<file path="src/hdl/ttu_pkg.sv">
// Shared types, codes and constants for the tick-timed UART with receive FIFO.
`timescale 1ns / 1ps

package ttu_pkg;

  // Host command codes as they arrive on func
  localparam logic [2:0] FUNC_TICK    = 3'd0;
  localparam logic [2:0] FUNC_WRITE   = 3'd1;
  localparam logic [2:0] FUNC_POP     = 3'd2;
  localparam logic [2:0] FUNC_FLUSH   = 3'd3;
  localparam logic [2:0] FUNC_CLR_OVF = 3'd4;

  // Configuration register indexes
  localparam logic [2:0] CFG_RX_ENABLE = 3'd0;
  localparam logic [2:0] CFG_RX_CENTER = 3'd1;
  localparam logic [2:0] CFG_RX_BIT    = 3'd2;
  localparam logic [2:0] CFG_RX_STOP   = 3'd3;
  localparam logic [2:0] CFG_TX_BIT    = 3'd4;

  localparam int FIFO_DEPTH_DEF = 16;
  localparam logic [16:0] TX_START_EXTRA = 17'd5;

  // Beats of room kept in the result queue
  localparam int OQ_DEPTH = 4;
  // Command queue between front and back
  localparam int CQ_DEPTH = 2;

  // Classified command
  typedef enum logic [2:0] {
    CMD_TICK,
    CMD_WRITE,
    CMD_POP,
    CMD_FLUSH,
    CMD_CLR_OVF
  } cmd_t;

  // Receiver / transmitter frame phase
  typedef enum logic [1:0] {
    PH_IDLE,
    PH_FIRST,
    PH_DATA,
    PH_STOP
  } phase_t;

  // One tick as handed from front to back
  typedef struct packed {
    cmd_t       op;
    logic       rx_line;
    logic [7:0] tx_data;
  } tick_t;

  // One result beat
  typedef struct packed {
    logic       tx_line;
    logic       tx_busy;
    logic       write_accepted;
    logic [7:0] pop_data;
    logic       pop_valid;
    logic [7:0] head_data;
    logic [3:0] bytes_available;
    logic       overflow;
  } res_t;

  // Configuration write beat
  typedef struct packed {
    logic        valid;
    logic [2:0]  index;
    logic [15:0] data;
  } cfg_wr_t;

endpackage

</file>
<file path="src/hdl/tick_timed_uart_with_rx_fifo_unit.sv">
// Top level: tick-timed 8N1 UART transceiver with receive FIFO.
//
//   channel   direction  handshake         beat carries
//   ticks     in         push / full       func, rx_line, tx_data
//   results   out        empty / pop       tx_line .. overflow (eight fields)
//   config    in         cfg_valid / ready cfg_index, cfg_data
//
// One tick is accepted per clock while full is low; its result beat passes the
// tick queue, the tick stage with its registered FIFO read, then the result queue.
// The receiver, FIFO and transmitter state update once per tick.
// Reset is synchronous and needs no clearing pass; cfg_ready is always high.
// A stalled result port fills a four-beat result queue, then a two-beat
// tick queue, after which full rises.
`timescale 1ns / 1ps

module tick_timed_uart_with_rx_fifo_unit #(
  parameter int FIFO_DEPTH = ttu_pkg::FIFO_DEPTH_DEF
) (
  input  logic        clk,
  input  logic        rst,
  input  logic        push,
  output logic        full,
  input  logic [2:0]  func,
  input  logic        rx_line,
  input  logic [7:0]  tx_data,
  output logic        empty,
  input  logic        pop,
  output logic        tx_line,
  output logic        tx_busy,
  output logic        write_accepted,
  output logic [7:0]  pop_data,
  output logic        pop_valid,
  output logic [7:0]  head_data,
  output logic [3:0]  bytes_available,
  output logic        overflow,
  input  logic        cfg_valid,
  output logic        cfg_ready,
  input  logic [2:0]  cfg_index,
  input  logic [15:0] cfg_data
);

  logic             tick_valid;
  ttu_pkg::tick_t   tick;
  logic             tick_take;
  logic             credit_ok;
  logic             res_valid;
  ttu_pkg::res_t    res;
  ttu_pkg::res_t    head;
  ttu_pkg::cfg_wr_t cfg_wr;

  assign cfg_ready = 1'b1;
  assign cfg_wr    = '{valid: cfg_valid, index: cfg_index, data: cfg_data};

  ttu_front u_front (
    .clk        (clk),
    .rst        (rst),
    .push       (push),
    .full       (full),
    .func       (func),
    .rx_line    (rx_line),
    .tx_data    (tx_data),
    .tick_valid (tick_valid),
    .tick       (tick),
    .tick_take  (tick_take)
  );

  ttu_core #(
    .FIFO_DEPTH (FIFO_DEPTH)
  ) u_core (
    .clk        (clk),
    .rst        (rst),
    .cfg_wr     (cfg_wr),
    .tick_valid (tick_valid),
    .tick       (tick),
    .tick_take  (tick_take),
    .credit_ok  (credit_ok),
    .res_valid  (res_valid),
    .res        (res)
  );

  ttu_outq u_outq (
    .clk       (clk),
    .rst       (rst),
    .res_valid (res_valid),
    .res       (res),
    .credit_ok (credit_ok),
    .empty     (empty),
    .pop       (pop),
    .head      (head)
  );

  assign tx_line         = head.tx_line;
  assign tx_busy         = head.tx_busy;
  assign write_accepted  = head.write_accepted;
  assign pop_data        = head.pop_data;
  assign pop_valid       = head.pop_valid;
  assign head_data       = head.head_data;
  assign bytes_available = head.bytes_available;
  assign overflow        = head.overflow;

endmodule

</file>
<file path="src/hdl/ttu_front.sv">
// Front end: accepts ticks, classifies the command, queues them for the back end.
`timescale 1ns / 1ps

module ttu_front (
  input  logic              clk,
  input  logic              rst,
  input  logic              push,
  output logic              full,
  input  logic [2:0]        func,
  input  logic              rx_line,
  input  logic [7:0]        tx_data,
  output logic              tick_valid,
  output ttu_pkg::tick_t    tick,
  input  logic              tick_take
);

  localparam int PW = $clog2(ttu_pkg::CQ_DEPTH);
  localparam int CW = $clog2(ttu_pkg::CQ_DEPTH + 1);

  ttu_pkg::tick_t slots [ttu_pkg::CQ_DEPTH];
  logic [PW-1:0]  wptr;
  logic [PW-1:0]  rptr;
  logic [CW-1:0]  count;
  ttu_pkg::cmd_t  op;
  logic           do_push;
  logic           do_pop;

  // Command decode; unused codes act as a plain tick
  always_comb begin
    unique case (func)
      ttu_pkg::FUNC_TICK:    op = ttu_pkg::CMD_TICK;
      ttu_pkg::FUNC_WRITE:   op = ttu_pkg::CMD_WRITE;
      ttu_pkg::FUNC_POP:     op = ttu_pkg::CMD_POP;
      ttu_pkg::FUNC_FLUSH:   op = ttu_pkg::CMD_FLUSH;
      ttu_pkg::FUNC_CLR_OVF: op = ttu_pkg::CMD_CLR_OVF;
      default:               op = ttu_pkg::CMD_TICK;
    endcase
  end

  assign full       = (count == CW'(ttu_pkg::CQ_DEPTH));
  assign tick_valid = (count != '0);
  assign tick       = slots[rptr];
  assign do_push    = push && !full;
  assign do_pop     = tick_take && tick_valid;

  // Queue storage
  always_ff @(posedge clk) begin
    if (do_push) begin
      slots[wptr] <= '{op: op, rx_line: rx_line, tx_data: tx_data};
    end
  end

  // Queue pointers
  always_ff @(posedge clk) begin
    if (rst) begin
      wptr  <= '0;
      rptr  <= '0;
      count <= '0;
    end else begin
      if (do_push) begin
        wptr <= (wptr == PW'(ttu_pkg::CQ_DEPTH - 1)) ? '0 : wptr + 1'b1;
      end
      if (do_pop) begin
        rptr <= (rptr == PW'(ttu_pkg::CQ_DEPTH - 1)) ? '0 : rptr + 1'b1;
      end
      count <= count + CW'(do_push) - CW'(do_pop);
    end
  end

endmodule

</file>
<file path="src/hdl/ttu_core.sv">
// Back end: receiver, receive ring FIFO and transmitter, one tick per beat.
`timescale 1ns / 1ps

module ttu_core #(
  parameter int FIFO_DEPTH = ttu_pkg::FIFO_DEPTH_DEF
) (
  input  logic             clk,
  input  logic             rst,
  input  ttu_pkg::cfg_wr_t cfg_wr,
  input  logic             tick_valid,
  input  ttu_pkg::tick_t   tick,
  output logic             tick_take,
  input  logic             credit_ok,
  output logic             res_valid,
  output ttu_pkg::res_t    res
);

  localparam int PW = (FIFO_DEPTH > 1) ? $clog2(FIFO_DEPTH) : 1;
  localparam int CW = (PW + 1 > 4) ? PW + 1 : 4;

  // Configuration registers
  logic        rx_enable;
  logic [15:0] rx_center_ticks;
  logic [15:0] rx_bit_ticks;
  logic [15:0] rx_stop_ticks;
  logic [15:0] tx_bit_ticks;

  // Architectural state
  logic [PW-1:0]   fifo_head, fifo_head_next;
  logic [PW-1:0]   fifo_tail, fifo_tail_next;
  logic            overflow_flag, overflow_flag_next;
  ttu_pkg::phase_t rx_phase, rx_phase_next;
  logic [15:0]     rx_timer, rx_timer_next;
  logic [3:0]      rx_bit_count, rx_bit_count_next;
  logic [7:0]      rx_shift, rx_shift_next;
  ttu_pkg::phase_t tx_phase, tx_phase_next;
  logic [16:0]     tx_timer, tx_timer_next;
  logic [3:0]      tx_bit_count, tx_bit_count_next;
  logic [7:0]      tx_shift, tx_shift_next;
  logic            tx_level, tx_level_next;

  // Receive FIFO storage
  logic [7:0]    fifo_store [FIFO_DEPTH];
  logic [7:0]    rd_pop;
  logic [7:0]    rd_head;

  // Tick-stage combinational results
  logic          a_fire;
  logic          mem_we;
  logic [PW-1:0] tail_mid;
  logic          pop_ok;
  logic          accepted;
  logic [3:0]    rx_cnt_inc;
  logic [3:0]    tx_cnt_inc;
  logic [16:0]   tx_dec;
  logic [CW-1:0] avail;

  // Read-out stage registers
  logic          b_valid;
  logic          b_tx_line;
  logic          b_tx_busy;
  logic          b_accepted;
  logic          b_pop_valid;
  logic          b_pop_byp;
  logic          b_head_ne;
  logic          b_head_byp;
  logic [7:0]    b_wbyte;
  logic [3:0]    b_avail;
  logic          b_overflow;

  function automatic logic [PW-1:0] ring_next(input logic [PW-1:0] i);
    ring_next = (i == PW'(FIFO_DEPTH - 1)) ? '0 : i + 1'b1;
  endfunction

  // A tick runs only when the result queue can take its beat
  assign a_fire    = tick_valid && credit_ok;
  assign tick_take = a_fire;

  // Configuration writes
  always_ff @(posedge clk) begin
    if (rst) begin
      rx_enable       <= 1'b0;
      rx_center_ticks <= '0;
      rx_bit_ticks    <= '0;
      rx_stop_ticks   <= '0;
      tx_bit_ticks    <= '0;
    end else if (cfg_wr.valid) begin
      case (cfg_wr.index)
        ttu_pkg::CFG_RX_ENABLE: rx_enable       <= cfg_wr.data[0];
        ttu_pkg::CFG_RX_CENTER: rx_center_ticks <= cfg_wr.data;
        ttu_pkg::CFG_RX_BIT:    rx_bit_ticks    <= cfg_wr.data;
        ttu_pkg::CFG_RX_STOP:   rx_stop_ticks   <= cfg_wr.data;
        ttu_pkg::CFG_TX_BIT:    tx_bit_ticks    <= cfg_wr.data;
        default: ;
      endcase
    end
  end

  // Receiver, then FIFO command
  always_comb begin
    rx_phase_next      = rx_phase;
    rx_timer_next      = rx_timer;
    rx_bit_count_next  = rx_bit_count;
    rx_shift_next      = rx_shift;
    overflow_flag_next = overflow_flag;
    mem_we             = 1'b0;
    tail_mid           = fifo_tail;
    rx_cnt_inc         = rx_bit_count + 4'd1;

    unique case (rx_phase)
      ttu_pkg::PH_IDLE: begin
        if (rx_enable && !tick.rx_line) begin
          rx_phase_next     = ttu_pkg::PH_FIRST;
          rx_timer_next     = rx_center_ticks;
          rx_bit_count_next = '0;
          rx_shift_next     = '0;
        end
      end
      ttu_pkg::PH_FIRST: begin
        if (rx_timer != '0) begin
          rx_timer_next = rx_timer - 16'd1;
        end else begin
          rx_phase_next = ttu_pkg::PH_DATA;
          rx_timer_next = rx_bit_ticks;
        end
      end
      ttu_pkg::PH_DATA: begin
        if (rx_timer != '0) begin
          rx_timer_next = rx_timer - 16'd1;
        end else begin
          if (tick.rx_line) begin
            rx_shift_next[rx_bit_count[2:0]] = 1'b1;
          end
          rx_bit_count_next = rx_cnt_inc;
          if (rx_cnt_inc >= 4'd8) begin
            rx_phase_next = ttu_pkg::PH_STOP;
            rx_timer_next = rx_stop_ticks;
          end else begin
            rx_timer_next = rx_bit_ticks;
          end
        end
      end
      ttu_pkg::PH_STOP: begin
        if (rx_timer != '0) begin
          rx_timer_next = rx_timer - 16'd1;
        end else begin
          // push the byte, or flag it lost when the ring is full
          if (ring_next(fifo_tail) != fifo_head) begin
            mem_we   = 1'b1;
            tail_mid = ring_next(fifo_tail);
          end else begin
            overflow_flag_next = 1'b1;
          end
          rx_phase_next     = ttu_pkg::PH_IDLE;
          rx_bit_count_next = '0;
        end
      end
    endcase

    fifo_head_next = fifo_head;
    fifo_tail_next = tail_mid;
    pop_ok         = 1'b0;
    case (tick.op)
      ttu_pkg::CMD_POP: begin
        if (fifo_head != tail_mid) begin
          pop_ok         = 1'b1;
          fifo_head_next = ring_next(fifo_head);
        end
      end
      ttu_pkg::CMD_FLUSH: begin
        fifo_head_next = '0;
        fifo_tail_next = '0;
      end
      ttu_pkg::CMD_CLR_OVF: begin
        overflow_flag_next = 1'b0;
      end
      default: ;
    endcase

    // occupancy after the tick
    if (fifo_tail_next >= fifo_head_next) begin
      avail = CW'(fifo_tail_next) - CW'(fifo_head_next);
    end else begin
      avail = CW'(fifo_tail_next) + CW'(FIFO_DEPTH) - CW'(fifo_head_next);
    end
  end

  // Transmitter advance, then write acceptance
  always_comb begin
    tx_phase_next     = tx_phase;
    tx_timer_next     = tx_timer;
    tx_bit_count_next = tx_bit_count;
    tx_shift_next     = tx_shift;
    tx_level_next     = tx_level;
    tx_cnt_inc        = tx_bit_count + 4'd1;
    tx_dec            = (tx_timer != '0) ? tx_timer - 17'd1 : tx_timer;
    accepted          = 1'b0;

    if (tx_phase != ttu_pkg::PH_IDLE) begin
      tx_timer_next = tx_dec;
      if (tx_dec == '0) begin
        unique case (tx_phase)
          ttu_pkg::PH_IDLE: ;
          ttu_pkg::PH_FIRST: begin
            tx_phase_next     = ttu_pkg::PH_DATA;
            tx_bit_count_next = '0;
            tx_level_next     = tx_shift[0];
            tx_timer_next     = {1'b0, tx_bit_ticks};
          end
          ttu_pkg::PH_DATA: begin
            tx_bit_count_next = tx_cnt_inc;
            if (tx_cnt_inc >= 4'd8) begin
              tx_phase_next = ttu_pkg::PH_STOP;
              tx_level_next = 1'b1;
            end else begin
              tx_shift_next = {1'b0, tx_shift[7:1]};
              tx_level_next = tx_shift[1];
            end
            tx_timer_next = {1'b0, tx_bit_ticks};
          end
          ttu_pkg::PH_STOP: begin
            tx_phase_next     = ttu_pkg::PH_IDLE;
            tx_level_next     = 1'b1;
            tx_bit_count_next = '0;
          end
        endcase
      end
    end

    // start bit is driven in the accepting tick
    if (tick.op == ttu_pkg::CMD_WRITE && tx_bit_ticks != '0 &&
        tx_phase_next == ttu_pkg::PH_IDLE) begin
      accepted          = 1'b1;
      tx_phase_next     = ttu_pkg::PH_FIRST;
      tx_shift_next     = tick.tx_data;
      tx_bit_count_next = '0;
      tx_level_next     = 1'b0;
      tx_timer_next     = {1'b0, tx_bit_ticks} + ttu_pkg::TX_START_EXTRA;
    end
  end

  // State registers
  always_ff @(posedge clk) begin
    if (rst) begin
      fifo_head     <= '0;
      fifo_tail     <= '0;
      overflow_flag <= 1'b0;
      rx_phase      <= ttu_pkg::PH_IDLE;
      rx_timer      <= '0;
      rx_bit_count  <= '0;
      rx_shift      <= '0;
      tx_phase      <= ttu_pkg::PH_IDLE;
      tx_timer      <= '0;
      tx_bit_count  <= '0;
      tx_shift      <= '0;
      tx_level      <= 1'b1;
    end else if (a_fire) begin
      fifo_head     <= fifo_head_next;
      fifo_tail     <= fifo_tail_next;
      overflow_flag <= overflow_flag_next;
      rx_phase      <= rx_phase_next;
      rx_timer      <= rx_timer_next;
      rx_bit_count  <= rx_bit_count_next;
      rx_shift      <= rx_shift_next;
      tx_phase      <= tx_phase_next;
      tx_timer      <= tx_timer_next;
      tx_bit_count  <= tx_bit_count_next;
      tx_shift      <= tx_shift_next;
      tx_level      <= tx_level_next;
    end
  end

  // FIFO memory: one write, two registered reads (popped entry, new head)
  always_ff @(posedge clk) begin
    if (a_fire && mem_we) begin
      fifo_store[fifo_tail] <= rx_shift_next;
    end
    rd_pop  <= fifo_store[fifo_head];
    rd_head <= fifo_store[fifo_head_next];
  end

  // Read-out stage; bypass covers a byte written in the same tick
  always_ff @(posedge clk) begin
    if (rst) begin
      b_valid <= 1'b0;
    end else begin
      b_valid <= a_fire;
    end
  end

  always_ff @(posedge clk) begin
    b_tx_line   <= tx_level_next;
    b_tx_busy   <= (tx_phase_next != ttu_pkg::PH_IDLE);
    b_accepted  <= accepted;
    b_pop_valid <= pop_ok;
    b_pop_byp   <= mem_we && (fifo_head == fifo_tail);
    b_head_ne   <= (fifo_head_next != fifo_tail_next);
    b_head_byp  <= mem_we && (fifo_head_next == fifo_tail);
    b_wbyte     <= rx_shift_next;
    b_avail     <= avail[3:0];
    b_overflow  <= overflow_flag_next;
  end

  assign res_valid           = b_valid;
  assign res.tx_line         = b_tx_line;
  assign res.tx_busy         = b_tx_busy;
  assign res.write_accepted  = b_accepted;
  assign res.pop_valid       = b_pop_valid;
  assign res.pop_data        = !b_pop_valid ? 8'd0 : (b_pop_byp ? b_wbyte : rd_pop);
  assign res.head_data       = !b_head_ne ? 8'd0 : (b_head_byp ? b_wbyte : rd_head);
  assign res.bytes_available = b_avail;
  assign res.overflow        = b_overflow;

  // An idle transmitter always holds the line high
  a_tx_idle_high: assert property (@(posedge clk) disable iff (rst)
    (tx_phase == ttu_pkg::PH_IDLE) |-> tx_level)
    else $error("tx line low while transmitter idle");

  // Receive bit counter never passes a full byte
  a_rx_count: assert property (@(posedge clk) disable iff (rst)
    rx_bit_count <= 4'd8)
    else $error("rx bit counter out of range");

  // A byte is never written over the slot kept empty
  a_no_overrun: assert property (@(posedge clk) disable iff (rst)
    (a_fire && mem_we) |-> (ring_next(fifo_tail) != fifo_head))
    else $error("fifo write into full ring");

  // Every tick yields its beat in the next cycle
  a_beat_follows: assert property (@(posedge clk) disable iff (rst)
    a_fire |=> res_valid)
    else $error("tick without result beat");

endmodule

</file>
<file path="src/hdl/ttu_outq.sv">
// Result queue between the back end and the result port.
`timescale 1ns / 1ps

module ttu_outq (
  input  logic          clk,
  input  logic          rst,
  input  logic          res_valid,
  input  ttu_pkg::res_t res,
  output logic          credit_ok,
  output logic          empty,
  input  logic          pop,
  output ttu_pkg::res_t head
);

  localparam int PW = $clog2(ttu_pkg::OQ_DEPTH);
  localparam int CW = $clog2(ttu_pkg::OQ_DEPTH + 1);

  ttu_pkg::res_t entries [ttu_pkg::OQ_DEPTH];
  logic [PW-1:0] wptr;
  logic [PW-1:0] rptr;
  logic [CW-1:0] count;
  logic          do_pop;

  // Room for the beat in flight plus one more
  assign credit_ok = (count <= CW'(ttu_pkg::OQ_DEPTH - 2));
  assign empty     = (count == '0);
  assign head      = entries[rptr];
  assign do_pop    = pop && !empty;

  always_ff @(posedge clk) begin
    if (res_valid) begin
      entries[wptr] <= res;
    end
  end

  always_ff @(posedge clk) begin
    if (rst) begin
      wptr  <= '0;
      rptr  <= '0;
      count <= '0;
    end else begin
      if (res_valid) begin
        wptr <= wptr + 1'b1;
      end
      if (do_pop) begin
        rptr <= rptr + 1'b1;
      end
      count <= count + CW'(res_valid) - CW'(do_pop);
    end
  end

  // Credit scheme must never overfill the queue
  a_no_overfill: assert property (@(posedge clk) disable iff (rst)
    res_valid |-> (count != CW'(ttu_pkg::OQ_DEPTH) || do_pop))
    else $error("result queue overfilled");

endmodule

</file>
<file path="config.mk">
export PLATFORM = sky130hd
export DESIGN_NAME = tick_timed_uart_with_rx_fifo_unit
export DESIGN_NICKNAME = d
export VERILOG_FILES = /design/src/hdl/ttu_pkg.sv /design/src/hdl/tick_timed_uart_with_rx_fifo_unit.sv /design/src/hdl/ttu_front.sv /design/src/hdl/ttu_core.sv /design/src/hdl/ttu_outq.sv
export SDC_FILE = /design/constraint.sdc
export NUM_CORES = 1
export LEC_CHECK = 0
export ABC_AREA = 0
export BUFFER_PORTS_ARGS = -buffer_cell sky130_fd_sc_hd__buf_2
export CORE_UTILIZATION = 45
export CTS_CLUSTER_DIAMETER = 30
export CTS_CLUSTER_SIZE = 25
export DETAILED_ROUTE_END_ITERATION = 10
export GPL_TIMING_DRIVEN = 1
export PLACE_DENSITY = 0.74
export RECOVER_POWER = 100
export SLEW_MARGIN = 20
export SYNTH_ARGS = -nofsm -noshare
export SYNTH_HDL_FRONTEND = slang
export SYNTH_SLANG_ARGS = --single-unit
</file>
<file path="constraint.sdc">
create_clock -name clk -period 3.55 [get_ports clk]
set_input_delay 0 -clock clk [delete_from_list [all_inputs] [get_ports clk]]
set_output_delay 0 -clock clk [all_outputs]
set_load 0.02 [all_outputs]
</file>
; Yosys cells after proc, flatten, opt, wreduce, memory -nomap -nowiden
; Memory sizes are Yosys's and may differ from the RTL's. A register that Yosys moved wholly into a read port is not among the register bits.
; Cells that the tools add are included.
[totals]
register_bits = 168
ramBits = 252
in_bits = 36
out_inout_bits = 28
word_cells = 219
memories = 3
[op_classes]
n_addsub = 18
n_lt_le_gt_ge = 6
eq_ne = 33
muxes = 81
n_bitwise = 1
reduce_logical = 43
[mem_list]
columns = memory, words, width, rd, rd_ports_with_merged_regs, write_ports, line
row1 = u_core.fifo_store, 16, 8, 2, 2, 1, ttu_core.sv:43  ; logic [7:0] fifo_store [FIFO_DEPTH];
row2 = u_outq.entries, 4, 25, 1, 1, 1, ttu_outq.sv:18  ; ttu_pkg::res_t entries [ttu_pkg::OQ_DEPTH];
row3 = u_front.slots, 2, 12, 1, 1, 1, ttu_front.sv:20  ; ttu_pkg::tick_t slots [ttu_pkg::CQ_DEPTH];
[op_table]
columns = op, count
row1 = $mux W8, 12
row2 = $mux W17, 5
row3 = $mux W16, 5
row4 = $pmux W16 S4, 1
row5 = $mux W4, 14
row6 = $reduce_bool A16 Y1, 2
row7 = $mux W1, 24
row8 = $mux W2, 11
row9 = $add A4 B1 Y4 const B, 5
row10 = $eq A3 B2 Y1 const B, 6
row11 = $add A16 B3 Y17 const B, 1
row12 = $logic_not A17 Y1, 1
row13 = $reduce_bool A17 Y1, 1
row14 = $sub A17 B1 Y17 const B, 1
row15 = $pmux W4 S2, 2
row16 = $pmux W8 S2, 1
row17 = $sub A16 B1 Y16 const B, 1
row18 = $ne A4 B4 Y1, 3
row19 = $pmux W3 S4, 1
row20 = $pmux W4 S3, 1
row21 = $reduce_and A2 Y1, 6
row22 = $reduce_bool A2 Y1, 6
row23 = $logic_and A1 B1 Y1, 11
row24 = $eq A2 B2 Y1 const B, 5
row25 = other kinds (33), 56

; Logic depth before layout (Yosys ltp)
; Gate-level depths: netlist of run 1.
[logic_depth]
word_depth = 11
mapped_depth = 16

; Hierarchy
; Synthesis of run 1 repeated with hierarchy kept, for this count alone.
[unflattened]
cells_unflattened = 1795
area_unflattened_um2 = 20504.7
[by_module_without_submodules]
columns = module, instances, cells_per_inst, area_each_um2
row1 = ttu_core, 1, 1548, 15247.1
row2 = ttu_outq, 1, 179, 4130.2
row3 = ttu_front, 1, 66, 1116.1
row4 = tick_timed_uart_with_rx_fifo_unit, 1, 2, 11.3

; Worst setup path after synthesis of run 1
; Ideal clock, no wire load.
[synth_timing]
path_kind = flip-flop to flip-flop
start = register u_core.fifo_tail[1]
end = register u_core.b_avail[2]
arrival_ns = 3.819
required_time_ns = 3.431
slack_ns = -0.388
stages_incl_launch_ff = 15
path_buffers = 2
synth_period_minus_slack_ns = 3.938
cell_sequence = dfxtp_1 -> ha_1 -> clkbuf_1 -> nor2b_1 -> a2111o_1 -> and4_1 -> a211oi_1 -> a211o_1 -> o211a_1 -> mux2i_2 -> clkbuf_1 -> ha_1 -> inv_1 -> fa_1 -> xor2_1
[synth_via]
elab_chain_cells = 11
elab_cells_between_ends = 16
classes_between = add/sub (4) / order compare (1) / eq/ne (3) / mux (8)
[synth_rtl]
columns = item, line
row1 = from (decl), ttu_core.sv:30  ; logic [PW-1:0] fifo_tail, fifo_tail_next;
row2 = from (signal assigned), ttu_core.sv:259  ; fifo_tail <= fifo_tail_next;
row3 = $add A4 B1 Y4 / $eq A4 B4 Y1 (equally long branches), ttu_core.sv:72  ; ring_next = (i == PW'(FIFO_DEPTH - 1)) ? '0 : i + 1'b1;
row4 = $mux W4, ttu_core.sv:72
row5 = $ne A4 B4 Y1, ttu_core.sv:148  ; if (ring_next(fifo_tail) != fifo_head) begin
row6 = $mux W4, ttu_core.sv:148
row7 = $mux W4, ttu_core.sv:144  ; if (rx_timer != '0) begin
row8 = $mux W4 (*), ttu_core.sv:110  ; unique case (rx_phase)
row9 = $ne A4 B4 Y1 (*), ttu_core.sv:165  ; if (fifo_head != tail_mid) begin
row10 = $mux W4 (*), ttu_core.sv:165
row11 = $pmux W4 S2 (*), ttu_core.sv:163  ; case (tick.op)
row12 = via u_core.fifo_head_next[0], ttu_core.sv:29  ; logic [PW-1:0] fifo_head, fifo_head_next;
row13 = $sub A4 B4 Y4 (tied with other cells), ttu_core.sv:184  ; avail = CW'(fifo_tail_next) + CW'(FIFO_DEPTH) - CW'(fifo_head_next);
row14 = $mux W4 (*), ttu_core.sv:181  ; if (fifo_tail_next >= fifo_head_next) begin
row15 = via u_core.avail[2], ttu_core.sv:56  ; logic [CW-1:0] avail;
row16 = to (signal assigned), ttu_core.sv:300  ; b_avail <= avail[3:0];
row17 = to (decl), ttu_core.sv:68  ; logic [3:0] b_avail;
; The timed path passes the listed nets; every way through them passes the cells marked *.
; A chain may end at the register's enable or synchronous reset.

; Worst setup path in the final report of run 1
[layout_timing]
start = register u_core.rx_timer[0]
end = register u_core.rd_head[5], read port of u_core.fifo_store
[layout_via]
elab_chain_cells = 6
[layout_rtl]
columns = item, line
row1 = from (decl), ttu_core.sv:33  ; logic [15:0] rx_timer, rx_timer_next;
row2 = from (signal assigned), ttu_core.sv:262  ; rx_timer <= rx_timer_next;
row3 = $reduce_bool A16 Y1, ttu_core.sv:144
row4 = $mux W4, ttu_core.sv:144
row5 = $mux W4, ttu_core.sv:110
row6 = $ne A4 B4 Y1, ttu_core.sv:165
row7 = $mux W4, ttu_core.sv:165
row8 = $pmux W4 S2, ttu_core.sv:163
row9 = to (decl), ttu_core.sv:45  ; logic [7:0] rd_head;
; No other way between the ends.

==> flow_metrics.env, run 1 <==
export IMPL_status="complete, but fails checks"
export IMPL_violations="max-capacitance violations, max-slew violations, negative setup slack"
export IMPL_synth_fp_nets=1797
export IMPL_grt_pass1_vias=14910
export IMPL_start_util_pct=45.49
export IMPL_power_density_mw_per_mm2=792.3
export IMPL_die_x_um=213.2
export IMPL_core_mm2=0.04412
export IMPL_drc=0
export IMPL_maxCapViolCount=4
export IMPL_synth_top_area_share_pct=37.70
export IMPL_crit_path_frequent_cell="nand4_1"
export IMPL_final_nets=2013
export IMPL_cp_start_kind="flip-flop"
export IMPL_maxSlewViolCount=104
export IMPL_cts_path_max_buffers=3
export IMPL_ys_ff_latch=439
export IMPL_final_hold_viol_count=0
export IMPL_overflow=0
export IMPL_ys_warn_count=0
export IMPL_grt_use_total_pct=22.61
export IMPL_io_pins=64
export IMPL_syn2layout_area_growth_pct=26.77
export IMPL_post_place_cells=2398
export IMPL_antenna_found_initial=0
export IMPL_setup_slack_ps=-73.47
export IMPL_diodes=0
export IMPL_seq_area_frac_synth_pct=56.35
export IMPL_synth_cells=1725
export IMPL_p_switching_mw=6.157
export IMPL_die_y_um=213.2
export IMPL_clkPwrFrac_pct=41.4
export IMPL_grt_max_degree=111
export IMPL_cts_tree="yes"
export IMPL_criticalPathCategory="flip-flop to flip-flop"
export IMPL_numPortBuffers=62
export IMPL_cts_made_buffers=85
export IMPL_place_gp_congestion=0.8892
export IMPL_ant_nets=0
export IMPL_grt_setup_unrepaired="yes"
export IMPL_pwr_share_comb_pct=27.4
export IMPL_setup_violations=7
export IMPL_crit_arrival_ps=4080
export IMPL_grt_pass1_wl_um=80210
export IMPL_crit_chain="inv_1 -> ha_1 -> nor4b_1 -> nand4_1 -> buf_4 -> a21oi_1 -> a32o_1 -> a2bb2oi_2 -> or4b_1 -> or3b_4 -> buf_8 -> mux4_2 -> nand3_2 -> nand4_1"
export IMPL_synth_edf_count=252
export IMPL_clock_sinks=439
export IMPL_timing_slew_headroom_pct=-8.400
export IMPL_period_share_pct=102.1
export IMPL_synth_area_top_cells="edfxtp_1 38%, dfxtp_1 19%, mux4_2 8.2%"
export IMPL_crit_required_ps=4000
export IMPL_synthFlopType="edfxtp_1"
export IMPL_syn_area_per_cell_um2=11.64
export IMPL_worstMarginPinSlew_ps=1626
export IMPL_ir_drop_uv=445.0
export IMPL_htree_levels=3
export IMPL_cp_max_fo=7
export IMPL_postPlaceCellArea_mm2=0.02174
export IMPL_drive_gt1_share_pct=23.05
export IMPL_max_freq_mhz=276.0
export IMPL_num_vias=15040
export IMPL_clk_pin_slew_ps=50
export IMPL_switching_share_pct=30.54
export IMPL_cp_slowest_cell="mux4_2"
export IMPL_cp_end_kind="flip-flop"
export IMPL_hp_class="input port to flip-flop"
export IMPL_power_leakage_nw=9.108
export IMPL_wl_per_cell_um=19.62
export IMPL_intPower_mw=14.00
export IMPL_final_area_mm2=0.02545
export IMPL_critPathTopFamily="simple AND/OR/NAND/NOR gates"
export IMPL_ys_types=78
export IMPL_cts_root_buf="clkbuf_16"
export IMPL_dpl_hpwl_um=33030
export IMPL_finClkSkew_ps=30.24
export IMPL_vias_per_cell=5.773
export IMPL_async_flop_share_pct=0
export IMPL_final_cells=2605
export IMPL_dr_pass1_iters=7
export IMPL_crit_buf_inv=3
export IMPL_fp_row_count=77
export IMPL_dieArea_mm2=0.04545
export IMPL_yosys_area_top_type="edfxtp_1"
export IMPL_cp_slowest_stage_delay_ps=510
export IMPL_detailedRoute_firstIterationViolations=1353
export IMPL_totalWireLength_um=51100
export IMPL_syn_area_mm2=0.02007
export IMPL_clk_latency_ps=620
export IMPL_period_needed_ps=3623
export IMPL_p_seq_share_pct=31.3
## Yosys cell counts (all sizes together) (5+ instances only)
| master | number |
|---|---|
| xor2 | 17 |
| or4 | 8 |
| mux2i | 76 |
| a22o | 6 |
| a311oi | 12 |
| o22ai | 17 |
| o211ai | 6 |
| xnor2 | 35 |
| nor2 | 139 |
| edfxtp | 252 |
| nor3 | 31 |
| a22oi | 24 |
| a211oi | 20 |
| nand3b | 7 |
| inv | 45 |
| a21oi | 132 |
| buf | 23 |
| o2bb2ai | 8 |
| nand4 | 20 |
| o21ai | 41 |
| nand2 | 207 |
| clkbuf | 82 |
| nand2b | 5 |
| dfxtp | 187 |
| nand3 | 52 |
| and2 | 13 |
| a221oi | 20 |
| nor4 | 20 |
| ha | 34 |
| and3 | 15 |
| or3 | 5 |
| nor2b | 27 |
| a31oi | 7 |
| mux4 | 73 |
## worst reg2reg max path: cells and delay by family, from the launching register on
family | cells | cell delay [ps]
AOI/OAI and AO/OA | 3 | 560
adders and majority gates | 1 | 160
buffers and inverters | 3 | 430
DFF | 1 | 300
muxes | 1 | 510
and+or+nand+nor | 6 | 1500
## through the flow
| stage | setup WS [ps] | total power, mW | hold WS, ps | TNS, ps | util (%) |
|---|---|---|---|---|---|
| 3_5_place_dp | -123.6 | 11.53 | 192.4 | -738.6 | 49.26 |
| 4_1_cts | 9.723 | 20.09 | 102.2 | 0 | 57.31 |
| 2_1_floorplan | -16.74 | 10.05 | 98.87 | -16.74 | - |
| 6_report | -73.47 | 20.16 | 166.2 | -208.9 | 57.67 |
| 3_3_place_gp | -37.62 | 11.39 | 189.5 | -158.3 | 49.26 |
| 5_1_grt | -164.5 | 21.02 | 176.8 | -1233 | 57.67 |
## area by class of cell
type / instances / area (um2)
sequential: 439 / 11320
clock buffer: 96 / 2253
tap: 592 / 740.7
clock inverter: 63 / 782.0
multi-input combinational: 1134 / 8392
fill: 3485 / 18680
inverter: 47 / 190.2
timing repair buffer: 234 / 1768
## cells by family after synthesis
family | synth area share (%)
AOI/OAI and AO/OA | 10.51
other | 0.01868
xor gates and xnor gates | 2.269
and+or+nand+nor | 13.15
DFF | 56.35
adders and majority gates | 2.319
buffers and inverters | 3.166
muxes | 12.22
## path summary, 6_finish.rpt
kind | slack [ps] | start | end | depth (start not counted)
worst min register to register | 450 | u_core.rx_bit_ticks[4]$_SDFFE_PP0P_ | u_core.rx_bit_ticks[4]$_SDFFE_PP0P_ | 2
worst max register to register | -70 | u_core.rx_timer[0]$_SDFFE_PP0P_ | u_core.rd_head[5]$_DFF_P_ | 14
worst min-delay path | 170 | tx_data[5] | u_front.slots[1][5]$_DFFE_PP_ | 2
worst max-delay path | -70 | u_core.rx_timer[0]$_SDFFE_PP0P_ | u_core.rd_head[5]$_DFF_P_ | 14
## flip-flops by register name, indices dropped and copies added (netlist names), 16 cells and up, named ones only
register / count
u_core.fifo_store: 128
u_outq.entries: 100
u_front.slots: 24
u_core.tx_timer: 17
u_core.rx_bit_ticks: 16
u_core.rx_center_ticks: 16
u_core.rx_stop_ticks: 16
u_core.rx_timer: 16
u_core.tx_bit_ticks: 16
## layout by cell type, fill, tap and decap left out, types with 19 or more instances in the layout
cell type / netlist / routed
a21oi_1: 132 / 130
a221oi_1: 20 / 19
a22oi_1: 24 / 24
buf_2: 3 / 45
buf_4: 6 / 120
clkbuf_1: 82 / 29
clkbuf_16: 0 / 90
dfxtp_1: 187 / 180
dlygate4sd3_1: 0 / 38
edfxtp_1: 252 / 252
ha_1: 34 / 32
inv_1: 45 / 43
mux2i_1: 75 / 74
mux4_2: 73 / 73
nand2_1: 207 / 206
nand3_1: 52 / 45
nand4_1: 19 / 19
nor2_1: 138 / 137
nor2b_1: 27 / 27
nor3_1: 30 / 28
o21ai_0: 33 / 27
xnor2_1: 35 / 34
## per-layer routing
layer	vias to the layer above	track usage, %	wire length, um
li1	6918	-	-
met1	7340	28.43	20730
met2	661	38.17	25470
met3	120	4.633	3494
met4	0	8.842	1407
met5	-	0	0
## power groups by stage
stage | sequential [mW] | combinational [mW] | clock [mW]
2_1_floorplan | 6.23 | 3.83 | 0
3_3_place_gp | 6.36 | 5.02 | 0
3_5_place_dp | 6.39 | 5.14 | 0
4_1_cts | 6.30 | 5.35 | 8.44
5_1_grt | 6.35 | 5.97 | 8.70
6_report | 6.30 | 5.51 | 8.34
## timing repair
action | in CTS | in global routing
buffers inserted | 4 | 4
gates cloned | 1 | 1
endpoints found under the setup margin | 10 | 40
hold buffers | 38 | 0
resized for setup | 18 | 37
hold endpoints to repair | 123 | 0
pin swaps | 11 | 20
Power figures use the tool's default switching activity.
==> run 2, diff against run 1 <==
--- a/config.mk
+++ b/config.mk
@@ -7,6 +7,7 @@
 export LEC_CHECK = 0
 export ABC_AREA = 0
 export BUFFER_PORTS_ARGS = -buffer_cell sky130_fd_sc_hd__buf_2
+export CORE_MARGIN = 1.5
 export CORE_UTILIZATION = 45
 export CTS_CLUSTER_DIAMETER = 30
 export CTS_CLUSTER_SIZE = 25
==> flow_metrics.env, run 2 (same netlist as run 1, synthesis figures left out) <==
export IMPL_status="complete, but fails checks"
export IMPL_violations="max-capacitance violations, max-slew violations, negative setup slack"
export IMPL_wl_per_cell_um=20.05
export IMPL_period_share_pct=100.6
export IMPL_maxSlewViolCount=209
export IMPL_vias_per_cell=5.806
export IMPL_highest_layer="met4"
export IMPL_cts_path_max_buffers=3
export IMPL_grt_use_total_pct=22.25
export IMPL_maxCapViolCount=6
export IMPL_reg2reg_to="u_core.rd_head[7]$_DFF_P_"
export IMPL_whs_ps=46.29
export IMPL_post_place_cells=2392
export IMPL_worstMarginPinSlew_ps=1773
export IMPL_final_nets=2012
export IMPL_drc=0
export IMPL_place_ws_ps=-145.6
export IMPL_crit_required_ps=4100
export IMPL_die_y_um=214.2
export IMPL_hp_class="input port to flip-flop"
export IMPL_setup_slack_ps=-20.13
export IMPL_hold_path_depth=4
export IMPL_final_cells=2608
export IMPL_regArea_mm2=0.01132
export IMPL_design_power_total_mw=20.70
export IMPL_clock_sinks=439
export IMPL_criticalPathCategory="flip-flop to flip-flop"
export IMPL_cp_max_fo=13
export IMPL_r2r_start="u_core.rx_timer[6]$_SDFFE_PP0P_"
export IMPL_dieArea_mm2=0.04588
export IMPL_timing_slew_headroom_pct=-18.19
export IMPL_fp_row_count=77
export IMPL_r2r_worst_path_cells=13
export IMPL_dpl_hpwl_um=32440
export IMPL_final_cell_mix="252 x edfxtp_1, 205 x nand2_1, 183 x dfxtp_1"
export IMPL_reg2reg_slack_ps=-20
export IMPL_power_density_mw_per_mm2=810.3
export IMPL_postPlaceCellArea_mm2=0.02170
export IMPL_tns_ps=-40.66
export IMPL_clk_latency_ps=620
export IMPL_cts_made_buffers=88
export IMPL_core_mm2=0.04412
export IMPL_cp_end_kind="flip-flop"
export IMPL_fin_util_pct=57.89
export IMPL_dr_pass1_iters=6
export IMPL_place_gp_congestion=0.8865
export IMPL_grt_pass1_vias=14810
export IMPL_largest_reg_flops=128
export IMPL_cp_start_kind="flip-flop"
export IMPL_min_to="u_core.tx_bit_ticks[1]$_SDFFE_PP0P_"
export IMPL_num_vias=15140
export IMPL_grt_setup_unrepaired="yes"
export IMPL_die_x_um=214.2
export IMPL_grt_pass1_wl_um=81420
export IMPL_min_delay_start="cfg_valid"
export IMPL_crit_arrival_ps=4120
export IMPL_final_hold_viol_count=0
export IMPL_drive_gt1_share_pct=21.83
export IMPL_overflow=0
export IMPL_dr_wl_met3_um=4005
export IMPL_max_freq_mhz=280.1
export IMPL_cts_root_buf="clkbuf_16"
export IMPL_ir_drop_uv=537.7
export IMPL_reg_top3="u_core.fifo_store: 128 flops, u_outq.entries: 100 flops, u_front.slots: 24 flops"
export IMPL_totalWireLength_um=52300
export IMPL_cts_tree="yes"
export IMPL_regMostFlops="u_core.fifo_store"
export IMPL_fill_cells=3460
export IMPL_diodes=0
export IMPL_numPortBuffers=62
export IMPL_wl_met2_um=25200
export IMPL_period_needed_ps=3570
export IMPL_final_common_cell="edfxtp_1"
export IMPL_antenna_found_initial=0
export IMPL_power_leakage_nw=9.027
export IMPL_multi_input_area_mm2=0.008516
export IMPL_final_area_mm2=0.02555
export IMPL_syn2layout_area_growth_pct=27.26
export IMPL_detailedRoute_firstIterationViolations=1467
export IMPL_grt_max_degree=80
export IMPL_start_util_pct=45.49
export IMPL_io_pins=64
export IMPL_setup_violations=3
export IMPL_clk_pin_slew_ps=60
export IMPL_finClkSkew_ps=30.70
export IMPL_ant_nets=0
export IMPL_wl_met1_um=21180
export IMPL_htree_levels=3
==> run 2: final cells by class <==
type                    count  share of cell area (%)
multi-input cells        1134                   33.33
clock buffers             102                   9.027
inverters                  47                  0.7151
flip-flops and latches    439                   44.31
well taps                 592                   2.900
clock inverters            64                   3.228
repair buffers            230                   6.490
==> run 2: routing by layer <==
| layer | vias up | track usage (%) |
|---|---|---|
| li1 | 6903 | - |
| met1 | 7340 | 28.60 |
| met2 | 761 | 36.73 |
| met3 | 138 | 4.539 |
| met4 | 0 | 9.319 |
| met5 | - | 0 |
==> run 2: how the worst max path moves through the flow <==
stage	start	endpoint	depth (start not counted)
after detailed placement	u_core.fifo_tail[0]$_SDFFE_PP0P_	u_core.rd_head[4]$_DFF_P_	13
after global placement	u_core.fifo_tail[0]$_SDFFE_PP0P_	u_core.rd_head[5]$_DFF_P_	12
final	u_core.rx_timer[6]$_SDFFE_PP0P_	u_core.rd_head[7]$_DFF_P_	13
after global routing	u_core.fifo_tail[0]$_SDFFE_PP0P_	u_core.rd_head[5]$_DFF_P_	13
after CTS	u_core.fifo_tail[1]$_SDFFE_PP0P_	u_core.rd_head[1]$_DFF_P_	13
after floorplan	u_core.tx_timer[11]$_SDFFE_PP0P_	u_core.tx_timer[0]$_SDFFE_PP0P_	14
==> run 2: where the power goes <==
part | switching, mW | internal (mW) | leakage (nW)
Combinational | 3.29 | 2.58 | 3.69
Clock | 2.93 | 5.57 | 1.48
Sequential | 0.338 | 5.99 | 3.85
==> run 2: what timing repair did <==
action,CTS,global route
hold endpoints to repair,116,0
endpoints found under the setup margin,11,43
hold buffers,37,0
setup buffers,5,9
pin swaps,3,23
resized for setup,13,63
gates cloned,1,1
==> run 2: worst max-delay path: stages (launching register included) <==
cell and delay [ps]:
dfxtp_1 300, or4_4 570, nor3b_4 220, nand3_2 140
buf_4 160, buf_4 120, a21oi_1 200, a2bb2oi_2 100
buf_4 150, o211a_1 160, o31ai_1 430, a31o_2 480
nand3_1 280, nand4_1 170
==> run 3, diff against run 2 <==
--- a/config.mk
+++ b/config.mk
@@ -15,7 +15,7 @@
 export GPL_TIMING_DRIVEN = 1
 export PLACE_DENSITY = 0.74
 export RECOVER_POWER = 100
-export SLEW_MARGIN = 20
 export SYNTH_ARGS = -nofsm -noshare
 export SYNTH_HDL_FRONTEND = slang
 export SYNTH_SLANG_ARGS = --single-unit
+export TNS_END_PERCENT = 30
==> constraint.sdc (replaced) <==
create_clock -name clk -period 3.1 [get_ports clk]
set_input_delay 0 -clock clk [delete_from_list [all_inputs] [get_ports clk]]
set_output_delay 0 -clock clk [all_outputs]
set_load 0.02 [all_outputs]
==> flow_metrics.env, run 3 (same netlist as run 1, synthesis figures left out) <==
export IMPL_overflow=0
export IMPL_fin_util_pct=59.89
export IMPL_vias_per_cell=5.797
export IMPL_maxSlewViolCount=104
export IMPL_setup_slack_ps=-463.7
export IMPL_dr_pass1_iters=6
export IMPL_final_hold_viol_count=0
export IMPL_diodes=0
export IMPL_worstMarginPinSlew_ps=1580
export IMPL_largest_reg_flops=128
export IMPL_syn2layout_area_growth_pct=31.66
export IMPL_drive_gt1_share_pct=28.27
export IMPL_criticalPathCategory="flip-flop to flip-flop"
export IMPL_timing_slew_headroom_pct=-5.315
export IMPL_fill_cells=3365
export IMPL_antenna_found_initial=0
export IMPL_reg_top3="u_core.fifo_store: 128 flops, u_outq.entries: 100 flops, u_front.slots: 24 flops"
export IMPL_drc=0
export IMPL_numPortBuffers=62
export IMPL_final_cell_mix="252 x edfxtp_1, 204 x nand2_1, 184 x buf_4"
export IMPL_die_y_um=214.2
export IMPL_die_x_um=214.2
export IMPL_fp_row_count=77
export IMPL_grt_pass1_wl_um=85950
export IMPL_cts_root_buf="clkbuf_16"
export IMPL_cp_max_fo=6
export IMPL_power_leakage_nw=9.606
export IMPL_finClkSkew_ps=28.41
export IMPL_period_share_pct=115.0
export IMPL_dpl_hpwl_um=34090
export IMPL_tns_ps=-16050
export IMPL_clk_latency_ps=630
export IMPL_setup_violations=49
export IMPL_htree_levels=3
export IMPL_power_density_mw_per_mm2=907.0
export IMPL_clock_sinks=439
export IMPL_post_place_cells=2464
export IMPL_cp_end_kind="flip-flop"
export IMPL_totalWireLength_um=54280
export IMPL_grt_setup_unrepaired="yes"
export IMPL_cp_start_kind="flip-flop"
export IMPL_crit_required_ps=3600
export IMPL_crit_arrival_ps=4060
export IMPL_num_vias=15590
export IMPL_grt_max_degree=93
export IMPL_maxCapViolCount=4
export IMPL_hp_class="input port to flip-flop"
export IMPL_place_ws_ps=-453.8
export IMPL_place_gp_congestion=0.8801
export IMPL_cts_tree="yes"
export IMPL_core_mm2=0.04412
export IMPL_whs_ps=141.6
export IMPL_ant_nets=0
export IMPL_cts_path_max_buffers=3
export IMPL_clk_pin_slew_ps=40
export IMPL_final_nets=2096
export IMPL_cts_made_buffers=87
export IMPL_io_pins=64
export IMPL_grt_pass1_vias=15850
export IMPL_hold_path_depth=2
export IMPL_ir_drop_uv=453.9
export IMPL_wl_per_cell_um=20.18
export IMPL_final_common_cell="edfxtp_1"
export IMPL_status="complete, but fails checks"
export IMPL_grt_use_total_pct=23.59
export IMPL_period_needed_ps=3564
export IMPL_max_freq_mhz=280.6
export IMPL_detailedRoute_firstIterationViolations=1450
export IMPL_r2r_worst_path_cells=14
export IMPL_final_cells=2690
export IMPL_start_util_pct=45.49
export IMPL_dieArea_mm2=0.04588
export IMPL_violations="max-capacitance violations, max-slew violations, negative setup slack"
export IMPL_regMostFlops="u_core.fifo_store"
==> run 3: cell count changes in the layout (fill, tap and decap cells not counted), sizes merged <==
cell         change
buf            +127
clkbuf          -42
bufinv           -5
dlygate4sd3      +3
clkinv           -2
clkinvlp         +1
==> run 3: repair_timing <==
item,in CTS,in global routing
buffers inserted,17,5
resized for setup,63,35
setup endpoints to repair,48,52
cloned,3,0
hold buffers,40,0
pin swaps,42,19
hold endpoints to repair,120,0
==> run 3: per-layer routing <==
layer  track usage (%)  vias to the layer above  wire [um]
met5                 0                        -          0
met4             9.883                        0       1705
met3             4.638                      129       3817
met2             40.23                      733      27310
met1             29.33                     7657      21450
li1                  -                     7075          -
==> run 3: area by class of cell <==
| class | count | area (um2) | area share (%) |
|---|---|---|---|
| flip-flops and latches | 439 | 11330 | 42.86 |
| multi-input cells | 1134 | 8695 | 32.90 |
| repair buffers | 315 | 2501 | 9.464 |
| clock buffers | 105 | 2316 | 8.763 |
| well taps | 592 | 740.7 | 2.803 |
| clock inverters | 58 | 658.1 | 2.490 |
| inverters | 47 | 190.2 | 0.7196 |
==> run 3: worst max-delay path, stage by stage, from the launching register on <==
cell       delay [ps]
dfxtp_2           310
or4_4             530
or4_4             570
buf_6             150
o2111ai_4         190
xnor2_2           110
nor4_4            300
nand4_2           160
mux2_4            390
inv_8             100
buf_6             130
buf_4             110
buf_4             110
nor3_1             50
a211o_1           240
==> run 3: worst paths after layout <==
path,start,end,slack (ps)
worst max-delay path,u_core.tx_timer[11]$_SDFFE_PP0P_,u_core.tx_level$_SDFFE_PP1P_,-460
worst min-delay path,rx_line,u_front.slots[0][8]$_DFFE_PP_,140
worst max register to register,u_core.tx_timer[11]$_SDFFE_PP0P_,u_core.tx_level$_SDFFE_PP1P_,-460
worst min register to register,u_core.rx_bit_ticks[0]$_SDFFE_PP0P_,u_core.rx_bit_ticks[0]$_SDFFE_PP0P_,450
==> run 3: metrics by stage <==
step / cell area (um2) / total power [mW]
final: 26430 / 23.97
after global routing: 26430 / 24.94
after CTS: 26300 / 23.77
after global placement: 22450 / 13.62
after detailed placement: 22450 / 13.78
after floorplan: 20380 / 11.67
==> run 3: power breakdown <==
| group | internal (mW) | switching (mW) | total [mW] | leakage [nW] |
|---|---|---|---|---|
| logic | 3.45 | 4.04 | 7.48 | 4.34 |
| clock network | 5.95 | 3.31 | 9.25 | 1.41 |
| registers | 6.86 | 0.375 | 7.23 | 3.86 |
| total | 16.3 | 7.72 | 24.0 | 9.61 |
